### config.mk
export PLATFORM = sky130hd
export DESIGN_NAME = gn3d_lerp
export DESIGN_NICKNAME = d
export VERILOG_FILES = /design/src/rtl/gn3d_pkg.sv /design/src/rtl/gn3d_lerp.sv
export SDC_FILE = /design/constraint.sdc
export NUM_CORES = 1
export LEC_CHECK = 0
export ABC_AREA = 1
export ABC_CLOCK_PERIOD_IN_PS = 19650
export BUFFER_PORTS_ARGS = -buffer_cell sky130_fd_sc_hd__buf_4
export CAP_MARGIN = 20
export CELL_PAD_IN_SITES_DETAIL_PLACEMENT = 0
export CELL_PAD_IN_SITES_GLOBAL_PLACEMENT = 1
export CORE_UTILIZATION = 30
export CTS_BUF_LIST = sky130_fd_sc_hd__clkbuf_2
export DETAILED_ROUTE_END_ITERATION = 8
export PLACE_DENSITY_LB_ADDON = 0.1
export SYNTH_ARGS = -nofsm -noshare
export SYNTH_HDL_FRONTEND = slang
export SYNTH_SLANG_ARGS = --single-unit
### constraint.sdc
create_clock -name clk -period 19.65 [get_ports clk]
set_clock_uncertainty 0.1 [all_clocks]
set_input_delay 0.9825 -clock clk [delete_from_list [all_inputs] [get_ports clk]]
set_output_delay 0.9825 -clock clk [all_outputs]
set_load 0.03 [all_outputs]
### src/rtl/gn3d_pkg.sv
// shared constants and the permutation table for the gradient noise block
package gn3d_pkg;

	localparam int FRAC_BITS_DEF = 16;
	localparam int COORD_W = 32;
	localparam int NOISE_W = 18;
	localparam int CELL_W = 8;
	localparam int HASH_W = 8;
	localparam int GRAD_W = 4;

	localparam logic signed [NOISE_W-1:0] NOISE_MAX = 18'sh1FFFF;
	localparam logic signed [NOISE_W-1:0] NOISE_MIN = -18'sh20000;

	localparam logic [7:0] PERM_ROM [256] = '{
		8'd151,8'd160,8'd137,8'd91,8'd90,8'd15,8'd131,8'd13,8'd201,8'd95,8'd96,8'd53,
		8'd194,8'd233,8'd7,8'd225,8'd140,8'd36,8'd103,8'd30,8'd69,8'd142,8'd8,8'd99,
		8'd37,8'd240,8'd21,8'd10,8'd23,8'd190,8'd6,8'd148,8'd247,8'd120,8'd234,8'd75,
		8'd0,8'd26,8'd197,8'd62,8'd94,8'd252,8'd219,8'd203,8'd117,8'd35,8'd11,8'd32,
		8'd57,8'd177,8'd33,8'd88,8'd237,8'd149,8'd56,8'd87,8'd174,8'd20,8'd125,8'd136,
		8'd171,8'd168,8'd68,8'd175,8'd74,8'd165,8'd71,8'd134,8'd139,8'd48,8'd27,8'd166,
		8'd77,8'd146,8'd158,8'd231,8'd83,8'd111,8'd229,8'd122,8'd60,8'd211,8'd133,8'd230,
		8'd220,8'd105,8'd92,8'd41,8'd55,8'd46,8'd245,8'd40,8'd244,8'd102,8'd143,8'd54,
		8'd65,8'd25,8'd63,8'd161,8'd1,8'd216,8'd80,8'd73,8'd209,8'd76,8'd132,8'd187,
		8'd208,8'd89,8'd18,8'd169,8'd200,8'd196,8'd135,8'd130,8'd116,8'd188,8'd159,8'd86,
		8'd164,8'd100,8'd109,8'd198,8'd173,8'd186,8'd3,8'd64,8'd52,8'd217,8'd226,8'd250,
		8'd124,8'd123,8'd5,8'd202,8'd38,8'd147,8'd118,8'd126,8'd255,8'd82,8'd85,8'd212,
		8'd207,8'd206,8'd59,8'd227,8'd47,8'd16,8'd58,8'd17,8'd182,8'd189,8'd28,8'd42,
		8'd223,8'd183,8'd170,8'd213,8'd119,8'd248,8'd152,8'd2,8'd44,8'd154,8'd163,8'd70,
		8'd221,8'd153,8'd101,8'd155,8'd167,8'd43,8'd172,8'd9,8'd129,8'd22,8'd39,8'd253,
		8'd19,8'd98,8'd108,8'd110,8'd79,8'd113,8'd224,8'd232,8'd178,8'd185,8'd112,8'd104,
		8'd218,8'd246,8'd97,8'd228,8'd251,8'd34,8'd242,8'd193,8'd238,8'd210,8'd144,8'd12,
		8'd191,8'd179,8'd162,8'd241,8'd81,8'd51,8'd145,8'd235,8'd249,8'd14,8'd239,8'd107,
		8'd49,8'd192,8'd214,8'd31,8'd181,8'd199,8'd106,8'd157,8'd184,8'd84,8'd204,8'd176,
		8'd115,8'd121,8'd50,8'd45,8'd127,8'd4,8'd150,8'd254,8'd138,8'd236,8'd205,8'd93,
		8'd222,8'd114,8'd67,8'd29,8'd24,8'd72,8'd243,8'd141,8'd128,8'd195,8'd78,8'd66,
		8'd215,8'd61,8'd156,8'd180};

	localparam logic [GRAD_W-1:0] GR_12 = 4'd12;
	localparam logic [GRAD_W-1:0] GR_14 = 4'd14;

	function automatic logic [7:0] perm(input logic [7:0] i);
		return PERM_ROM[i];
	endfunction

endpackage

### src/rtl/gn3d_lerp.sv
// one registered linear interpolation stage
module gn3d_lerp #(
	parameter int W = 20,
	parameter int FRAC_BITS = gn3d_pkg::FRAC_BITS_DEF
) (
	input  logic clk,
	input  logic signed [W-1:0] a,
	input  logic signed [W-1:0] b,
	input  logic [FRAC_BITS:0] t,
	output logic signed [W-1:0] y
);
	logic signed [W:0] d;
	logic signed [W+FRAC_BITS+1:0] m;

	assign d = (W+1)'(b) - (W+1)'(a);
	assign m = d * $signed({1'b0, t});

	always_ff @(posedge clk) begin
		y <= a + W'(m >>> FRAC_BITS);
	end
endmodule

==> run summary <==
Worst Path Required: 19.85 ns
DR vias/cell: 4.54
Top reg by flops: y
CP peak stage delay: 0.59 ns
Yosys top cell area share: 44.7%
MaxCap Viol Count: 0
Critical Path Sink Type: flip-flop
Mapped Area: 0.0150 sq mm
IO Port Bufs: 77
Ratio of cells with drive above 1 in the final layout: 7.05%
CTS Buf Count: 3
Total Negative Setup Slacks: 0 ns
CP top delay family: adder cells
Top Registers: y: 20 flops
Placer Congestion: 0.856
Hpwl dp: 43,600 um
Yosys warning count: 0
Max Clock Freq: 0.0949 GHz
Remaining DRCs: 0
Worst path most repeated cell: nand2_1
Core Box Area: 0.0493 sq mm
Mapped Cells: 1,939
Tmin final: 10.54 ns
Clock sinks: 20
Dominant cells by area after synthesis: fa_1, inv_1, ha_1
Die footprint: 0.0511 sq mm
Final Hold Violating Endpoints: 0
Worst-Margin Slew: 1.08 ns
Worst rel slew slack: 28.3%
Data arrival, critical path: 10.74 ns
Pre-antenna DRT Iters: 5
ANT nets after route: 0
Worst Setup SP: a[0]
GRT Util Overall: 19.9%
Max FO, Critical Path: 11
Vias in the first global route: 12,800
Syn nets: 2,460
Pin count of the biggest net entering global routing: 21
Status: complete, no violations
Die Y: 226 um
P&R area growth vs syn: 8.81%
Initial Utilization: 30.6%
Nets@finish: 2,509
H-tree lvl count: 1
Initial antenna violation count: 0
Resize count post-CTS: 0
Crit path kind: in2reg
Vias: 12,000
Clock Path Buffers: 2
Hold path cells: 2
RSZ-0062 raised after global routing: no
Max reg flops: 20
Seq/Total Area, Yosys: 2.66%
Top-Level Pins: 78
Synth Register Bits: 20
Syn Area/Cell: 7.76 sq um
Final Cycle Share: 53.6%
HP Class: in2reg
Num rows: 81
Crit path capture: y[19]
Critical path depth in cells: 45
Final Slew Violations: 0
Initial drt markers: 586
Synth area leader: fa_1
Startpoint Class: input port
Hold buffers post-CTS: 0
Clock Pin Slew Worst Setup and Hold Paths: 0.20 ns
Crit path max-delay cell type: fa_1
Post-CTS Setup Inserts: 0
Wire per inst: 18.3 um
Post-synth cell types: 46
Worst path buffer plus inverter count: 9
Placed Area: 0.0163 sq mm
Total gr overflow: 0
Die X-Extent: 226 um
CTS root buf: clkbuf_2
First-pass GRT wire length: 75,600 um
CTS tree: built
DRT Wirelength: 48,500 um
Design Area, Final: 0.0164 sq mm
Final Setup Violations: 0
stage by stage:
stage / cells / hold WS (ns) / setup slack, ns / util [%]
after floorplan: 1939 / 1.01 / 11.04 / -
after global routing: 2650 / 0.700 / 8.48 / 33.2
after detailed placement: 2646 / 1.14 / 8.79 / 33.2
final: 2651 / 0.767 / 9.11 / 33.2
after CTS: 2649 / 0.728 / 9.20 / 33.2
after global placement: 2646 / 1.12 / 8.67 / 33.2
synthesized netlist by cell type, drive strengths merged:
cell / count
a31oi: 3
nor3: 5
dfxtp: 20
nand3b: 2
xnor2: 20
nand4: 8
o21ai: 34
inv: 535
ha: 127
a21o: 9
nor4: 7
nor2: 242
a211oi: 3
nand2: 350
clkbuf: 31
a221oi: 1
clkinv: 7
a21boi: 1
o21a: 3
o211ai: 3
buf: 8
xor2: 31
a31o: 2
o21bai: 4
a21oi: 74
nand3: 52
fa: 336
or2: 20
and2: 1
metal layers:
layer,routed length [um],vias up,track usage (%)
met5,0,-,0
met1,22100,6134,26.7
met3,1280,22,1.43
met2,24700,173,35.6
li1,-,5715,-
met4,524,0,2.11
worst min-delay path by stage:
stage          slack [ns]  start  endpoint
5_1_grt              0.70   a[0]      y[0]
3_3_place_gp         1.12   a[0]      y[0]
3_5_place_dp         1.14   a[0]      y[0]
6_report             0.77   a[0]      y[0]
2_1_floorplan        1.01   a[0]      y[0]
4_1_cts              0.73   a[0]      y[0]
logic make-up (layout without fill, tap and decap cells):
family / after synthesis / count (layout) / share of synthesized area [%]
other: 0 / 1 / 0
xor gates and xnor gates: 51 / 51 / 3.39
AOI/OAI and AO/OA: 137 / 137 / 5.41
DFF: 20 / 20 / 2.66
buffers and inverters: 581 / 628 / 14.6
and+or+nand+nor: 687 / 687 / 18.7
adders and majority gates: 463 / 463 / 55.3
layout make-up:
class | instances | area [sq um]
tap | 664 | 831
inverter | 542 | 2030
antenna | 1 | 2.50
timing repair buffer | 83 | 631
sequential | 20 | 400
fill | 5521 | 32900
multi-input combinational | 1338 | 12500
clock buffer | 3 | 15.0
cell usage in the layout, fill, tap and decap left out, types with 3 or more instances in the layout:
cell type    n
inv_1      531
nand2_1    339
fa_1       336
nor2_1     241
ha_1       127
buf_4       82
a21oi_1     69
nand3_1     49
o21ai_0     30
xor2_1      28
dfxtp_1     20
xnor2_1     15
or2_2       13
nand2_2      9
a21o_1       9
nand4_1      8
clkinv_1     7
or2_1        7
nor4_1       6
nor3_1       5
inv_2        4
a21oi_2      4
xnor2_2      4
o21bai_1     4
xor2_2       3
a211oi_1     3
o211ai_1     3
nand3_2      3
a31oi_1      3
o21a_1       3
clkbuf_2     3
Power is left out: the tool's default activity adds up to more than one toggle a clock period on the data nets, which glitch-free logic cannot reach.
