===== src/rtl/gn3d_pkg.sv =====
// shared constants and the permutation table for the gradient noise block
package gn3d_pkg;

	localparam int FRAC_BITS_DEF = 16;
	localparam int COORD_W = 32;
	localparam int NOISE_W = 18;
	localparam int CELL_W = 8;
	localparam int HASH_W = 8;
	localparam int GRAD_W = 4;

	localparam logic signed [NOISE_W-1:0] NOISE_MAX = 18'sh1FFFF;
	localparam logic signed [NOISE_W-1:0] NOISE_MIN = -18'sh20000;

	localparam logic [7:0] PERM_ROM [256] = '{
		8'd151,8'd160,8'd137,8'd91,8'd90,8'd15,8'd131,8'd13,8'd201,8'd95,8'd96,8'd53,
		8'd194,8'd233,8'd7,8'd225,8'd140,8'd36,8'd103,8'd30,8'd69,8'd142,8'd8,8'd99,
		8'd37,8'd240,8'd21,8'd10,8'd23,8'd190,8'd6,8'd148,8'd247,8'd120,8'd234,8'd75,
		8'd0,8'd26,8'd197,8'd62,8'd94,8'd252,8'd219,8'd203,8'd117,8'd35,8'd11,8'd32,
		8'd57,8'd177,8'd33,8'd88,8'd237,8'd149,8'd56,8'd87,8'd174,8'd20,8'd125,8'd136,
		8'd171,8'd168,8'd68,8'd175,8'd74,8'd165,8'd71,8'd134,8'd139,8'd48,8'd27,8'd166,
		8'd77,8'd146,8'd158,8'd231,8'd83,8'd111,8'd229,8'd122,8'd60,8'd211,8'd133,8'd230,
		8'd220,8'd105,8'd92,8'd41,8'd55,8'd46,8'd245,8'd40,8'd244,8'd102,8'd143,8'd54,
		8'd65,8'd25,8'd63,8'd161,8'd1,8'd216,8'd80,8'd73,8'd209,8'd76,8'd132,8'd187,
		8'd208,8'd89,8'd18,8'd169,8'd200,8'd196,8'd135,8'd130,8'd116,8'd188,8'd159,8'd86,
		8'd164,8'd100,8'd109,8'd198,8'd173,8'd186,8'd3,8'd64,8'd52,8'd217,8'd226,8'd250,
		8'd124,8'd123,8'd5,8'd202,8'd38,8'd147,8'd118,8'd126,8'd255,8'd82,8'd85,8'd212,
		8'd207,8'd206,8'd59,8'd227,8'd47,8'd16,8'd58,8'd17,8'd182,8'd189,8'd28,8'd42,
		8'd223,8'd183,8'd170,8'd213,8'd119,8'd248,8'd152,8'd2,8'd44,8'd154,8'd163,8'd70,
		8'd221,8'd153,8'd101,8'd155,8'd167,8'd43,8'd172,8'd9,8'd129,8'd22,8'd39,8'd253,
		8'd19,8'd98,8'd108,8'd110,8'd79,8'd113,8'd224,8'd232,8'd178,8'd185,8'd112,8'd104,
		8'd218,8'd246,8'd97,8'd228,8'd251,8'd34,8'd242,8'd193,8'd238,8'd210,8'd144,8'd12,
		8'd191,8'd179,8'd162,8'd241,8'd81,8'd51,8'd145,8'd235,8'd249,8'd14,8'd239,8'd107,
		8'd49,8'd192,8'd214,8'd31,8'd181,8'd199,8'd106,8'd157,8'd184,8'd84,8'd204,8'd176,
		8'd115,8'd121,8'd50,8'd45,8'd127,8'd4,8'd150,8'd254,8'd138,8'd236,8'd205,8'd93,
		8'd222,8'd114,8'd67,8'd29,8'd24,8'd72,8'd243,8'd141,8'd128,8'd195,8'd78,8'd66,
		8'd215,8'd61,8'd156,8'd180};

	localparam logic [GRAD_W-1:0] GR_12 = 4'd12;
	localparam logic [GRAD_W-1:0] GR_14 = 4'd14;

	function automatic logic [7:0] perm(input logic [7:0] i);
		return PERM_ROM[i];
	endfunction

endpackage


===== src/rtl/gn3d_fade.sv =====
// three-stage quintic fade curve, one multiplier per stage
module gn3d_fade #(
	parameter int FRAC_BITS = gn3d_pkg::FRAC_BITS_DEF
) (
	input  logic clk,
	input  logic [FRAC_BITS-1:0] f,
	output logic [FRAC_BITS:0] fade
);
	import gn3d_pkg::*;

	localparam int FW = FRAC_BITS;
	localparam int PW = FW + 5;

	logic [FW-1:0] f_s1, t2_s1, f_s2, t2_s2, t3_s2;
	logic [2*FW-1:0] sq, cu;
	logic signed [PW-1:0] p_s2;
	logic signed [PW+FW:0] prod;

	assign sq = f * f;
	assign cu = t2_s1 * f_s1;
	assign prod = $signed({1'b0, t3_s2}) * p_s2;

	always_ff @(posedge clk) begin
		f_s1 <= f;
		t2_s1 <= sq[2*FW-1:FW];
		f_s2 <= f_s1;
		t2_s2 <= t2_s1;
		t3_s2 <= cu[2*FW-1:FW];
		p_s2 <= PW'(6 * $signed({1'b0, t2_s1})) - PW'(15 * $signed({1'b0, f_s1}))
			+ PW'(10 <<< FW);
		fade <= prod[FW+FW:FW];
	end

	logic unused_s;
	assign unused_s = ^{f_s2, t2_s2, prod[FW-1:0], prod[PW+FW]};
endmodule


===== config.mk =====
export PLATFORM = sky130hd
export DESIGN_NAME = gn3d_fade
export DESIGN_NICKNAME = d
export VERILOG_FILES = /design/src/rtl/gn3d_pkg.sv /design/src/rtl/gn3d_fade.sv
export SDC_FILE = /design/constraint.sdc
export NUM_CORES = 2
export LEC_CHECK = 0
export ABC_CLOCK_PERIOD_IN_PS = 6250
export BUFFER_PORTS_ARGS = -buffer_cell sky130_fd_sc_hd__buf_2
export CAP_MARGIN = 40
export CORE_UTILIZATION = 40
export CTS_CLUSTER_SIZE = 8
export DETAILED_ROUTE_END_ITERATION = 6
export GPL_ROUTABILITY_DRIVEN = 0
export PLACE_DENSITY_LB_ADDON = 0.2
export SLEW_MARGIN = 20
export SYNTH_ARGS = -nofsm -noshare
export SYNTH_HDL_FRONTEND = slang
export SYNTH_SLANG_ARGS = --single-unit

===== constraint.sdc =====
create_clock -name clk -period 6.25 [get_ports clk]
set_clock_uncertainty 0.05 [all_clocks]
set_input_delay 0.625 -clock clk [delete_from_list [all_inputs] [get_ports clk]]
set_output_delay 0.625 -clock clk [all_outputs]
set_load 0.1 [all_outputs]

==> results.py <==
metrics = {
    "run": {
        "cap_viol_max_count": 0,
    },
    "place": {
        "dpl.hpwl_um": 59800,
        "place_area_um2": 33000,
        "dp.cells": 4432,
        "portBuffers": 33,
    },
    "worst_setup_path": {
        "cp-end-kind": "register",
        "required_ps": 6480,
        "reg2reg_from": "t3_s2[7]",
        "slowest_stage": "fa_1",
        "worstSetupPathType": "reg2reg",
        "critPathLaunchType": "register",
        "critPathMaxStageDelay_ps": 550,
        "cpMostUsedCell": "fa_1",
        "worstPathArrival_ps": 6320,
        "timing.rr.end": "fade[13]",
        "path_cells": "and2_4 > fa_1 > inv_2 > fa_2 > fa_1 > inv_2 > fa_1 > fa_1 > inv_1 > fa_1 > inv_2 > ha_4 > a211oi_2 > nor2_1 > or3_4 > and3_4 > o21ai_4 > a21boi_4 > a311oi_4 > buf_4 > and2b_1 > o21ai_1 > a21oi_1",
        "reg2reg_slack_ps": 160,
        "cp_max_fo": 7,
        "reg2reg_depth": 23,
    },
    "finish": {
        "final_cells": 4474,
        "final_area_um2": 34100,
        "layout_commonest_cell": "inv_1",
        "area.growth.synth_to_final_pct": 14.3,
        "insertedDiodeCount": 0,
        "final_cell_mix": "885 x inv_1, 677 x fa_1, 430 x nand2_1",
        "drive_above_1_share_pct": 14.3,
        "nets": 4567,
    },
    "die": {
        "design.core.area_um2": 73300,
        "rows": 99,
        "die_area_um2": 75600,
        "die_x_um": 275,
        "initial_core_util_pct": 40.7,
        "io_pins": 34,
        "die_h_um": 275,
    },
    "logic_synthesis": {
        "ys_ff_latch": 86,
        "syn_nets": 4315,
        "synth-edff-count": 0,
        "synth.distinct_cells": 61,
        "yosysSeqAreaShare_pct": 5.77,
        "syn_area_um2": 29800,
        "ys.flop_type": "dfxtp_1",
        "yosys_warnings": 0,
        "async_flop_share_pct": 0,
        "synth.avg_cell_area_um2": 9.15,
        "syn_inst": 3258,
    },
    "hold_path": {
        "whs_path_depth": 2,
        "min_path_type": "in2reg",
        "holdPathEnd": "f_s1[13]",
        "worstHoldStart": "f[13]",
    },
    "sta": {
        "post-route-period-util_pct": 97.4,
        "slew_headroom_pct": 67.1,
        "fmax_mhz": 164,
        "hold_viol_final": 0,
        "period_minus_slack_ps": 6090,
        "slew_violations": 0,
        "setup-tns-final_ps": 0,
        "finalSetupViolations": 0,
        "grt_setup_unrepaired": "yes",
        "whs_ps": 552,
        "worst_pin_slew_ps": 498,
    },
    "clock_network": {
        "cts.root.buffer_cell": "clkbuf_16",
        "worst_skew_pair.late_latency_ps": 400,
        "cts_buffer_depth": 2,
        "clkSlewWorstSetupHoldPaths_ps": 90,
        "cts.htree.levels": 3,
        "clock_sinks": 86,
        "hold_buffers": 0,
        "cts_tree": "done",
        "numCtsBuffers": 9,
    },
    "global_routing": {
        "grtUsageTotal_pct": 19.2,
        "gr-total-overflow": 0,
        "grt_max_degree": 20,
        "grt_pass1_vias": 22249,
        "antenna_found_initial": 1,
        "grt_pass1_wl_um": 114000,
    },
    "status": {
        "status": "finished, final reports clean",
    },
    "drt": {
        "vias": 20698,
        "drt-pass1-iter-count": 5,
        "ant_nets": 0,
        "drt_wl_total_um": 68000,
        "avgViaCountPerCell": 4.63,
        "drt_iter0_markers": 747,
        "post_drt_wl_per_cell_um": 15.2,
        "drc_errors": 0,
    },
}
## through the flow
step | util [%] | worst slack [ps]
2_1_floorplan | - | 6.86
3_3_place_gp | 45.0 | -322
3_5_place_dp | 45.0 | -349
4_1_cts | 45.7 | -34.3
5_1_grt | 46.5 | -53.7
6_report | 46.5 | 163
## worst max-delay path by stage
stage | from | endpoint | slack (ps) | depth (start not counted)
finish | t3_s2[7] | fade[13] | 160 | 23
global route | f_s1[6] | t3_s2[13] | -50 | 23
CTS | t3_s2[10] | fade[16] | -30 | 23
detailed placement | f[3] | t2_s1[15] | -350 | 23
global placement | f[9] | t2_s1[15] | -320 | 23
floorplan | f[14] | t2_s1[15] | 7 | 23
## timing repair
item | 4_1_cts | 5_1_grt
endpoints found under the setup margin | 16 | 27
resized for setup | 61 | 131
buffers inserted | 8 | 20
pin swaps | 28 | 62
## cell families (layout without fill, tap and decap cells)
logic type,after synthesis,after routing,share of synthesized area (%)
and+or+nand+nor,853,853,13.5
AOI/OAI and AO/OA,164,164,3.81
DFF,86,86,5.77
adders and majority gates,1040,1040,61.1
buffers and inverters,1010,1267,12.7
xor gates and xnor gates,104,104,3.05
muxes,1,1,0.0378
## sequential cells by signal, indices dropped and copies added (netlist names)
signal	count
p_s2	21
t3_s2	16
fade	17
t2_s1	16
f_s1	16
## layout make-up
cell class / instances / area (µm²)
flip-flops and latches: 86 / 1830
multi-input cells: 2162 / 24600
well taps: 959 / 1200
fillers: 7172 / 39300
inverters: 908 / 3410
repair buffers: 343 / 2700
clock inverters: 7 / 105
clock buffers: 9 / 225
## per-layer routing
metal	up-vias	track usage (%)	share of wire (%)
met5	-	0	0
met3	60	2.45	3.0
li1	9932	-	-
met1	10440	26.5	47
met2	266	32.6	49
met4	0	3.43	1.4
## worst max-delay path, delay by kind of cell, from the launching register on
| kind | cells | cell delay, ps |
|---|---|---|
| adders and majority gates | 7 | 3220 |
| buffers and inverters | 5 | 380 |
| AOI/OAI and AO/OA | 6 | 920 |
| DFF | 1 | 390 |
| and+or+nand+nor | 5 | 980 |
## synth_stat cells, types with 2 or more instances
cell	n	area, µm²
fa_1	695	13900
and3_1	9	56.3
a211o_1	2	17.5
a211oi_1	5	37.5
ha_1	345	4320
o21a_1	8	60.1
a41oi_1	4	35.0
xnor2_1	71	622
nand2b_1	6	37.5
a41o_1	3	30.0
clkbuf_1	101	379
nor2b_1	8	50.1
xor2_1	33	289
a2111o_1	2	22.5
inv_1	907	3400
or3_1	3	18.8
and2_1	258	1610
o22ai_1	3	18.8
a21boi_0	4	30.0
o21ai_2	2	17.5
nand2_1	432	1620
nor3_1	11	55.1
a31oi_1	3	18.8
nor2_1	91	342
a21o_1	31	233
a21oi_1	45	225
a221o_1	2	20.0
o2111ai_1	2	17.5
nand3_1	16	80.1
o21bai_1	7	52.6
or2_2	4	25.0
nand4_1	7	43.8
dfxtp_1	86	1720
o21ai_0	25	125
Power is not shown: default switching activity piles up to over one toggle a cycle in this logic, so the estimate is an artifact.
